`config.mk`:
```
export PLATFORM = sky130hd
export DESIGN_NAME = round_robin_priority_scheduler
export DESIGN_NICKNAME = d
export VERILOG_FILES = /design/src/rtl/rrps_pkg.sv /design/src/rtl/round_robin_priority_scheduler.sv /design/src/rtl/rrps_cfg_regs.sv /design/src/rtl/rrps_slot_table.sv /design/src/rtl/rrps_scan_unit.sv
export SDC_FILE = /design/constraint.sdc
export NUM_CORES = 1
export LEC_CHECK = 0
export BUFFER_PORTS_ARGS = -buffer_cell sky130_fd_sc_hd__buf_4
export CAP_MARGIN = 20
export CORE_AREA = 8 8 244 246
export CTS_BUF_LIST = sky130_fd_sc_hd__clkbuf_8 sky130_fd_sc_hd__clkbuf_16
export DETAILED_ROUTE_END_ITERATION = 12
export DIE_AREA = 0 0 252 254
export SLEW_MARGIN = 15
export SYNTH_ARGS = -nofsm -noshare
export SYNTH_HDL_FRONTEND = slang
export SYNTH_SLANG_ARGS = --single-unit
```
`constraint.sdc`:
```
create_clock -name aclk -period 2.62 [get_ports aclk]
set_input_delay 0.262 -clock aclk [delete_from_list [all_inputs] [get_ports aclk]]
set_output_delay 0.262 -clock aclk [all_outputs]
set_load 0.03 [all_outputs]
```
`src/rtl/rrps_pkg.sv`:
```
// shared types and constants for the round-robin priority scheduler
`timescale 1ns / 1ps

package rrps_pkg;

    localparam int NUM_SLOTS_DEF = 64;
    localparam int TOP_LEVEL_DEF = 7;
    localparam int ADDR_SLOTS    = 64;
    localparam int SLOT_IDX_W    = 6;
    localparam int PRIO_W        = 4;
    localparam int CNT_W         = 16;
    localparam int APB_AW        = 3;
    localparam int APB_DW        = 32;

    localparam logic [CNT_W-1:0] PERIOD_RST = 16'd100;

    typedef enum logic {
        KIND_WRITE = 1'b0,
        KIND_SCHED = 1'b1
    } kind_t;

    typedef enum logic {
        REG_MODE   = 1'b0,
        REG_PERIOD = 1'b1
    } reg_idx_t;

    typedef enum logic {
        MODE_RR   = 1'b0,
        MODE_PRIO = 1'b1
    } mode_t;

    typedef enum logic [1:0] {
        ST_FREE     = 2'd0,
        ST_RUNNABLE = 2'd1,
        ST_RUNNING  = 2'd2,
        ST_DYING    = 2'd3
    } slot_status_t;

    typedef enum logic [2:0] {
        OC_GRANT   = 3'd0,
        OC_KEEP    = 3'd1,
        OC_HALT    = 3'd2,
        OC_NOLIVE  = 3'd3,
        OC_WRITTEN = 3'd4
    } outcome_t;

    typedef enum logic [2:0] {
        FSM_IDLE,
        FSM_SCAN,
        FSM_LAST,
        FSM_COMMIT,
        FSM_RESP
    } fsm_state_t;

    typedef struct packed {
        logic              found;
        logic              cur_running;
        logic              live;
        logic [PRIO_W-1:0] best;
    } scan_res_t;

endpackage

```
`src/rtl/round_robin_priority_scheduler.sv`:
```
// top level: stream ports, scan sequencer and result register
`timescale 1ns / 1ps
// status write: after the request is accepted the result is registered from the response state
// schedule request: the scan, last, commit and response states lie between accept and result,
//   the scan reading the single-port table one slot per cycle into the compare unit
// one request at a time: the next is accepted only once the result has left the response state
// reset: all slots free, priorities and grant counter zero, mode round robin,
//   reset period 100; valid bits clear the tables in the reset cycle

module round_robin_priority_scheduler import rrps_pkg::*; #(
    parameter int NUM_SLOTS = NUM_SLOTS_DEF,
    parameter int TOP_LEVEL = TOP_LEVEL_DEF
) (
    input  logic              aclk,
    input  logic              aresetn,
    input  logic              s_tvalid,
    output logic              s_tready,
    input  logic [15:0]       s_tdata,  // slot_index[5:0], new_status[7:6], has_current[8]
    input  logic              s_tuser,  // kind[0]
    output logic              m_tvalid,
    input  logic              m_tready,
    output logic [7:0]        m_tdata,  // granted_slot[5:0]
    output logic [2:0]        m_tuser,  // outcome[2:0]
    input  logic              psel,
    input  logic              penable,
    input  logic              pwrite,
    input  logic [APB_AW-1:0] paddr,
    input  logic [APB_DW-1:0] pwdata,
    output logic [APB_DW-1:0] prdata,
    output logic              pready
);

    localparam int SLOT_DEPTH = (NUM_SLOTS < ADDR_SLOTS) ? NUM_SLOTS : ADDR_SLOTS;
    localparam int AW         = $clog2(SLOT_DEPTH);
    localparam logic [SLOT_IDX_W:0] DEPTH_LIM = (SLOT_IDX_W+1)'(SLOT_DEPTH);
    localparam logic [AW-1:0]       LAST_ADDR = AW'(SLOT_DEPTH - 1);

    fsm_state_t state_reg, state_next;

    mode_t             mode;
    logic [CNT_W-1:0]  reset_period;

    logic                  accept;
    kind_t                 in_kind;
    logic [SLOT_IDX_W-1:0] in_idx;
    slot_status_t          in_status;
    logic                  in_has_cur;
    logic                  in_range;
    logic [AW-1:0]         idx_a;
    logic                  cur_ok;
    logic [AW-1:0]         start_addr;

    logic [AW-1:0]     addr_reg;
    logic [AW-1:0]     cnt_reg;
    logic              cur_ok_reg;
    logic [AW-1:0]     cur_reg;
    logic              rd_vld_reg;
    logic [AW-1:0]     rd_slot_reg;
    logic [CNT_W-1:0]  count_reg;
    outcome_t          res_oc_reg;
    logic [AW-1:0]     res_slot_reg;
    logic              m_tvalid_reg;
    outcome_t          m_oc_reg;
    logic [AW-1:0]     m_slot_reg;

    logic              rd_en;
    logic              st_wr_en;
    logic              pr_clear;
    logic              pr_wr_en;
    logic              scan_start;
    logic              out_free;
    slot_status_t      rd_status;
    logic [PRIO_W-1:0] rd_prio;
    scan_res_t         scan_res;
    logic [AW-1:0]     found_slot;
    outcome_t          commit_oc;

    assign in_kind    = kind_t'(s_tuser);
    assign in_idx     = s_tdata[5:0];
    assign in_status  = slot_status_t'(s_tdata[7:6]);
    assign in_has_cur = s_tdata[8];
    assign in_range   = {1'b0, in_idx} < DEPTH_LIM;
    assign idx_a      = in_idx[AW-1:0];
    assign cur_ok     = in_has_cur && in_range;
    assign start_addr = !cur_ok ? '0 : ((idx_a == LAST_ADDR) ? '0 : idx_a + AW'(1));

    assign accept   = s_tvalid && s_tready;
    assign out_free = !m_tvalid_reg || m_tready;

    always_comb begin
        state_next = state_reg;
        case (state_reg)
            FSM_IDLE: begin
                if (accept) begin
                    state_next = (in_kind == KIND_WRITE) ? FSM_RESP : FSM_SCAN;
                end
            end
            FSM_SCAN: begin
                if (cnt_reg == LAST_ADDR) begin
                    state_next = FSM_LAST;
                end
            end
            FSM_LAST:   state_next = FSM_COMMIT;
            FSM_COMMIT: state_next = FSM_RESP;
            FSM_RESP: begin
                if (out_free) begin
                    state_next = FSM_IDLE;
                end
            end
            default:    state_next = FSM_IDLE;
        endcase
    end

    always_comb begin
        s_tready   = 1'b0;
        rd_en      = 1'b0;
        st_wr_en   = 1'b0;
        pr_clear   = 1'b0;
        pr_wr_en   = 1'b0;
        scan_start = 1'b0;
        case (state_reg)
            FSM_IDLE: begin
                s_tready   = 1'b1;
                st_wr_en   = accept && (in_kind == KIND_WRITE) && in_range;
                pr_clear   = accept && (in_kind == KIND_SCHED) && (mode == MODE_PRIO)
                             && (count_reg == reset_period);
                scan_start = accept;
            end
            FSM_SCAN:   rd_en = 1'b1;
            FSM_COMMIT: pr_wr_en = (mode == MODE_PRIO) && scan_res.found;
            default:    s_tready = 1'b0;
        endcase
    end

    always_comb begin
        if (scan_res.found) begin
            commit_oc = OC_GRANT;
        end else if (scan_res.cur_running) begin
            commit_oc = OC_KEEP;
        end else if (scan_res.live) begin
            commit_oc = OC_HALT;
        end else begin
            commit_oc = OC_NOLIVE;
        end
    end

    always_ff @(posedge aclk) begin
        if (!aresetn) begin
            state_reg    <= FSM_IDLE;
            rd_vld_reg   <= 1'b0;
            count_reg    <= '0;
            m_tvalid_reg <= 1'b0;
        end else begin
            state_reg  <= state_next;
            rd_vld_reg <= rd_en;
            if (pr_clear) begin
                count_reg <= '0;
            end else if (pr_wr_en) begin
                count_reg <= count_reg + CNT_W'(1);
            end
            if (state_reg == FSM_RESP && out_free) begin
                m_tvalid_reg <= 1'b1;
            end else if (m_tready) begin
                m_tvalid_reg <= 1'b0;
            end
        end
    end

    always_ff @(posedge aclk) begin
        rd_slot_reg <= addr_reg;
        if (accept) begin
            addr_reg   <= start_addr;
            cnt_reg    <= '0;
            cur_ok_reg <= cur_ok;
            cur_reg    <= idx_a;
            res_oc_reg   <= OC_WRITTEN;
            res_slot_reg <= '0;
        end else if (state_reg == FSM_SCAN) begin
            addr_reg <= (addr_reg == LAST_ADDR) ? '0 : addr_reg + AW'(1);
            cnt_reg  <= cnt_reg + AW'(1);
        end else if (state_reg == FSM_COMMIT) begin
            res_oc_reg <= commit_oc;
            case (commit_oc)
                OC_GRANT: res_slot_reg <= found_slot;
                OC_KEEP:  res_slot_reg <= cur_reg;
                default:  res_slot_reg <= '0;
            endcase
        end
        if (state_reg == FSM_RESP && out_free) begin
            m_oc_reg   <= res_oc_reg;
            m_slot_reg <= res_slot_reg;
        end
    end

    rrps_cfg_regs u_cfg (
        .aclk         (aclk),
        .aresetn      (aresetn),
        .psel         (psel),
        .penable      (penable),
        .pwrite       (pwrite),
        .paddr        (paddr),
        .pwdata       (pwdata),
        .prdata       (prdata),
        .pready       (pready),
        .mode         (mode),
        .reset_period (reset_period)
    );

    rrps_slot_table #(
        .SLOT_DEPTH (SLOT_DEPTH),
        .AW         (AW)
    ) u_table (
        .aclk       (aclk),
        .aresetn    (aresetn),
        .st_wr_en   (st_wr_en),
        .st_wr_addr (idx_a),
        .st_wr_data (in_status),
        .pr_wr_en   (pr_wr_en),
        .pr_wr_addr (found_slot),
        .pr_wr_data (scan_res.best + PRIO_W'(1)),
        .pr_clear   (pr_clear),
        .rd_en      (rd_en),
        .rd_addr    (addr_reg),
        .rd_status  (rd_status),
        .rd_prio    (rd_prio)
    );

    rrps_scan_unit #(
        .TOP_LEVEL (TOP_LEVEL),
        .AW        (AW)
    ) u_scan (
        .aclk       (aclk),
        .aresetn    (aresetn),
        .start      (scan_start),
        .mode       (mode),
        .cur_ok     (cur_ok_reg),
        .cur_slot   (cur_reg),
        .in_vld     (rd_vld_reg),
        .in_slot    (rd_slot_reg),
        .in_status  (rd_status),
        .in_prio    (rd_prio),
        .res        (scan_res),
        .found_slot (found_slot)
    );

    assign m_tvalid = m_tvalid_reg;
    assign m_tuser  = m_oc_reg;
    assign m_tdata  = 8'(m_slot_reg);

endmodule

```
`src/rtl/rrps_cfg_regs.sv`:
```
// apb configuration registers: mode and priority reset period
`timescale 1ns / 1ps

module rrps_cfg_regs import rrps_pkg::*; (
    input  logic              aclk,
    input  logic              aresetn,
    input  logic              psel,
    input  logic              penable,
    input  logic              pwrite,
    input  logic [APB_AW-1:0] paddr,
    input  logic [APB_DW-1:0] pwdata,
    output logic [APB_DW-1:0] prdata,
    output logic              pready,
    output mode_t             mode,
    output logic [CNT_W-1:0]  reset_period
);

    mode_t            mode_reg;
    logic [CNT_W-1:0] period_reg;
    logic             wr_en;
    reg_idx_t         reg_sel;

    assign pready  = 1'b1;
    assign wr_en   = psel && penable && pwrite;
    assign reg_sel = reg_idx_t'(paddr[2]);

    always_ff @(posedge aclk) begin
        if (!aresetn) begin
            mode_reg   <= MODE_RR;
            period_reg <= PERIOD_RST;
        end else if (wr_en) begin
            case (reg_sel)
                REG_MODE:   mode_reg   <= mode_t'(pwdata[0]);
                REG_PERIOD: period_reg <= pwdata[CNT_W-1:0];
                default:    mode_reg   <= mode_reg;
            endcase
        end
    end

    always_comb begin
        case (reg_sel)
            REG_MODE:   prdata = {{(APB_DW-1){1'b0}}, mode_reg};
            REG_PERIOD: prdata = {{(APB_DW-CNT_W){1'b0}}, period_reg};
            default:    prdata = '0;
        endcase
    end

    assign mode         = mode_reg;
    assign reset_period = period_reg;

endmodule

```
`src/rtl/rrps_slot_table.sv`:
```
// slot status and priority memories with per-entry valid bits
`timescale 1ns / 1ps

module rrps_slot_table import rrps_pkg::*; #(
    parameter int SLOT_DEPTH = NUM_SLOTS_DEF,
    parameter int AW         = $clog2(SLOT_DEPTH)
) (
    input  logic              aclk,
    input  logic              aresetn,
    input  logic              st_wr_en,
    input  logic [AW-1:0]     st_wr_addr,
    input  slot_status_t      st_wr_data,
    input  logic              pr_wr_en,
    input  logic [AW-1:0]     pr_wr_addr,
    input  logic [PRIO_W-1:0] pr_wr_data,
    input  logic              pr_clear,
    input  logic              rd_en,
    input  logic [AW-1:0]     rd_addr,
    output slot_status_t      rd_status,
    output logic [PRIO_W-1:0] rd_prio
);

    slot_status_t      status_mem [SLOT_DEPTH];
    logic [PRIO_W-1:0] prio_mem   [SLOT_DEPTH];
    logic [SLOT_DEPTH-1:0] st_vld_reg;
    logic [SLOT_DEPTH-1:0] pr_vld_reg;
    slot_status_t      st_rd_reg;
    logic [PRIO_W-1:0] pr_rd_reg;
    logic              st_vld_rd_reg;
    logic              pr_vld_rd_reg;

    always_ff @(posedge aclk) begin
        if (st_wr_en) begin
            status_mem[st_wr_addr] <= st_wr_data;
        end
        if (pr_wr_en) begin
            prio_mem[pr_wr_addr] <= pr_wr_data;
        end
        if (rd_en) begin
            st_rd_reg <= status_mem[rd_addr];
            pr_rd_reg <= prio_mem[rd_addr];
        end
    end

    always_ff @(posedge aclk) begin
        if (!aresetn) begin
            st_vld_reg    <= '0;
            pr_vld_reg    <= '0;
            st_vld_rd_reg <= 1'b0;
            pr_vld_rd_reg <= 1'b0;
        end else begin
            if (st_wr_en) begin
                st_vld_reg[st_wr_addr] <= 1'b1;
            end
            if (pr_clear) begin
                pr_vld_reg <= '0;
            end else if (pr_wr_en) begin
                pr_vld_reg[pr_wr_addr] <= 1'b1;
            end
            if (rd_en) begin
                st_vld_rd_reg <= st_vld_reg[rd_addr];
                pr_vld_rd_reg <= pr_vld_reg[rd_addr];
            end
        end
    end

    assign rd_status = st_vld_rd_reg ? st_rd_reg : ST_FREE;
    assign rd_prio   = pr_vld_rd_reg ? pr_rd_reg : '0;

endmodule

```
`src/rtl/rrps_scan_unit.sv`:
```
// shared compare unit that picks the grant candidate one slot per cycle
`timescale 1ns / 1ps

module rrps_scan_unit import rrps_pkg::*; #(
    parameter int TOP_LEVEL = TOP_LEVEL_DEF,
    parameter int AW        = $clog2(NUM_SLOTS_DEF)
) (
    input  logic              aclk,
    input  logic              aresetn,
    input  logic              start,
    input  mode_t             mode,
    input  logic              cur_ok,
    input  logic [AW-1:0]     cur_slot,
    input  logic              in_vld,
    input  logic [AW-1:0]     in_slot,
    input  slot_status_t      in_status,
    input  logic [PRIO_W-1:0] in_prio,
    output scan_res_t         res,
    output logic [AW-1:0]     found_slot
);

    localparam logic [PRIO_W-1:0] TOP_PRIO = PRIO_W'(TOP_LEVEL);

    scan_res_t     res_reg;
    logic [AW-1:0] fslot_reg;
    logic          cand;
    logic          take;

    assign cand = (in_status == ST_RUNNABLE) && ((mode == MODE_RR) || (in_prio <= TOP_PRIO));
    assign take = cand && (!res_reg.found || ((mode == MODE_PRIO) && (in_prio < res_reg.best)));

    always_ff @(posedge aclk) begin
        if (!aresetn || start) begin
            res_reg <= '0;
        end else if (in_vld) begin
            if (take) begin
                res_reg.found <= 1'b1;
                res_reg.best  <= in_prio;
            end
            if (in_status != ST_FREE) begin
                res_reg.live <= 1'b1;
            end
            if (cur_ok && (in_slot == cur_slot)) begin
                res_reg.cur_running <= (in_status == ST_RUNNING);
            end
        end
    end

    always_ff @(posedge aclk) begin
        if (in_vld && take) begin
            fslot_reg <= in_slot;
        end
    end

    assign res        = res_reg;
    assign found_slot = fslot_reg;

endmodule

```
==> out/results.tsv <==
metric	value	unit
setup violators final	0	
Leakage	10.0	nW
Post-Synth Simple-Gate Area	7.66	%
Post-Synth Adder-Cell Area	0.406	%
via density per instance	5.55	
initial antenna violation count	5	
Final Hold Slack	45.9	ps
Final Max Tran Viols	0	
NumNets Final	1809	
fin crit period	2600	ps
Syn Inst Count	1576	
Clk pwr share	41.6	%
CTS max path bufs	3	
R2R cell count	8	
RSZ-0062 raised after global routing	true	
commonest non-fill, non-tap cell in the layout	edfxtp_1	
Layout area overhead	18.3	%
starting density of the core	44.3	%
Pwr Total	22.1	mW
Core Box Area	0.0557	mm²
Top reg by flops	u_table.prio_mem	
layout cell share with drive strength beyond 1	24.9	%
top flop regs	u_table.prio_mem x256, u_table.status_mem x128	
yosys warns	0	
Combinational Power Share	11.2	%
#FFs+latches synth	614	
Setup Skew	30.9	ps
Crit path arrival time	2940	ps
Mapped Area	0.0247	mm²
Inserted Clock Buffers	67	
final hold violations	0	
fin crit share	99.4	%
Worst setup SP type	register	
Net Sw Frac	23.1	%
Post-Synth XOR/XNOR Area	1.81	%
row count	87	
Synth Area in Compound Gates	6.20	%
register-to-register setup slack	20	ps
reg2reg start	addr_reg[0]$_DFFE_PP_	
hold path startpoint	s_tdata[5]	
CTS tree	yes	
Worst-path clk slew	60	ps
Worst Path Buf+Inv	3	
Worst VDD drop	0.567	mV
die area	0.0640	mm²
max incr delay on CP	510	ps
post-synthesis mux area share	14.5	%
Slew HR	31.6	%
root buffer cell	clkbuf_16	
die width	252	µm
FFs w/ async S/R, synth	0	%
Internal	17.0	mW
most frequent cells in the layout	418 x edfxtp_1, 196 x dfxtp_1, 158 x nor2_1	
Chip Height	254	µm
Remaining Overflow, GRT	0	
Crit Path Max Fanout	8	
Worst Hold Depth	1	
status	complete, no violations	
Ports	105	
largest net degree at the start of global routing	68	
first-pass GRT wire length	89.0	mm
Crit path max-delay family	multiplexers	
# clock sinks	614	
H-tree depth	3	
pwr/cell area	758	mW/mm²
combinational family with the most area after synthesis	multiplexers	
drt total wl	59.6	mm
worst-skew pair later-pin latency	610	ps
Seq/Total Area, Yosys	66.8	%
first drt pass iteration count	7	
DR WL/cell	23.3	µm
Synth cell types	53	
vias in the first global route	14400	
all-layer global routing usage	18.4	%
worst hold path class	in2reg	
PortBufs	60	
measured slew at the worst slew-check pin	1020	ps
Post-synth EDFFs	418	
DRC Markers	0	
Net Sw Power	5.10	mW
CP Capture Type	register	
DP HPWL	38.8	mm
FF-to-FF End	u_table.pr_rd_reg[2]$_DFFE_PP_	
most used cell, CP	mux4_2	
Min-Delay Endpoint	cur_reg[5]$_DFFE_PN_	
crit-path cells	buf_6, clkbuf_16, buf_12, mux4_2, mux4_2, mux2_2, nand2_1, o21ai_1	
Placer Congestion	0.805	
Crit-path slowest cell	mux4_2	
WP data required	2950	ps
total number of vias	14200	
fmax	0.384	GHz
Flop pwr share	47.2	%
max_cap viols	0	
Detail Route Antenna Nets	0	
CP Class	reg2reg	
Avg Inst Size Synth	15.7	µm²
max FFs per register	256	
DR iter-0 viols	957	
dominant synthesized flop cell	edfxtp_1	
## cell families after synthesis
logic type	Yosys count
flops	614
simple gates	395
compound gates	211
mux	172
buf+inv	123
xor+xnor	51
fa+ha+maj	8
other cells	2
## Yosys cell counts, drive strengths merged (14+ instances only)
cell	count	area share (%)
o21a	129	3.9
xnor2	20	0.71
dfxtp	196	16
mux2i	16	0.65
nand3	32	0.65
nor2b	14	0.36
edfxtp	418	51
mux4	148	14
nand2	64	0.97
xor2	31	1.1
a21oi	14	0.28
and2	34	0.86
buf	54	1.5
nor2	159	2.4
nor3	22	0.45
a21boi	15	0.46
clkbuf	61	0.93
## per-layer routing
| metal | global-route usage, % | routed length, µm | part of all wire (%) |
|---|---|---|---|
| met1 | 24.4 | 25600 | 43 |
| met4 | 7.59 | 1990 | 3.3 |
| met3 | 4.36 | 3800 | 6.4 |
| met2 | 29.2 | 28100 | 47 |
| met5 | 0 | 13 | 0.022 |
## area by class of cell
class	instances	area, µm²
fill	4607	26500
clock buffer	75	1800
multi-input combinational	856	7690
sequential	614	16500
tap	756	946
clock inverter	46	384
antenna	4	10.0
inverter	8	30.0
timing repair buffer	195	1850
## stage by stage
step / setup TNS [ps] / cells / util, % / worst slack (ps) / cell area, µm²
2_1_floorplan: 0 / 1593 / - / 211 / 24700
3_3_place_gp: 0 / 2394 / 47.6 / 26.6 / 26500
3_5_place_dp: 0 / 2394 / 47.6 / 7.36 / 26500
4_1_cts: 0 / 2542 / 52.1 / 9.62 / 29000
5_1_grt: -41.8 / 2552 / 52.4 / -16.3 / 29200
6_report: 0 / 2554 / 52.4 / 16.3 / 29200
## worst max-delay path by stage
stage	depth (start not counted)	startpoint	slack [ps]	endpoint
finish	8	addr_reg[0]$_DFFE_PP_	20	u_table.pr_rd_reg[2]$_DFFE_PP_
global route	10	addr_reg[0]$_DFFE_PP_	-20	u_table.st_vld_rd_reg$_SDFFE_PN0P_
CTS	7	addr_reg[0]$_DFFE_PP_	10	u_table.st_rd_reg[0]$_DFFE_PP_
detailed placement	7	addr_reg[0]$_DFFE_PP_	7	u_table.st_rd_reg[0]$_DFFE_PP_
global placement	7	addr_reg[0]$_DFFE_PP_	30	u_table.st_rd_reg[0]$_DFFE_PP_
floorplan	7	addr_reg[0]$_DFFE_PP_	210	u_table.pr_rd_reg[1]$_DFFE_PP_
## timing repair
item / in CTS / in global routing
cloned: 1 / 3
hold buffers: 25 / 0
endpoints found under the setup margin: 1 / 15
setup buffers: 1 / 5
resized for setup: 1 / 8
pin swaps: 0 / 2
endpoints found under the hold margin: 24 / 0
## power by group through the flow
stage	Clock (mW)	Combinational [mW]	Sequential (mW)
3_3_place_gp	0	2.32	10.6
6_report	9.20	2.47	10.4
2_1_floorplan	0	1.56	10.6
5_1_grt	9.78	2.59	10.4
4_1_cts	9.42	2.41	10.4
3_5_place_dp	0	2.34	10.6
(Power assumes the default switching activity.)
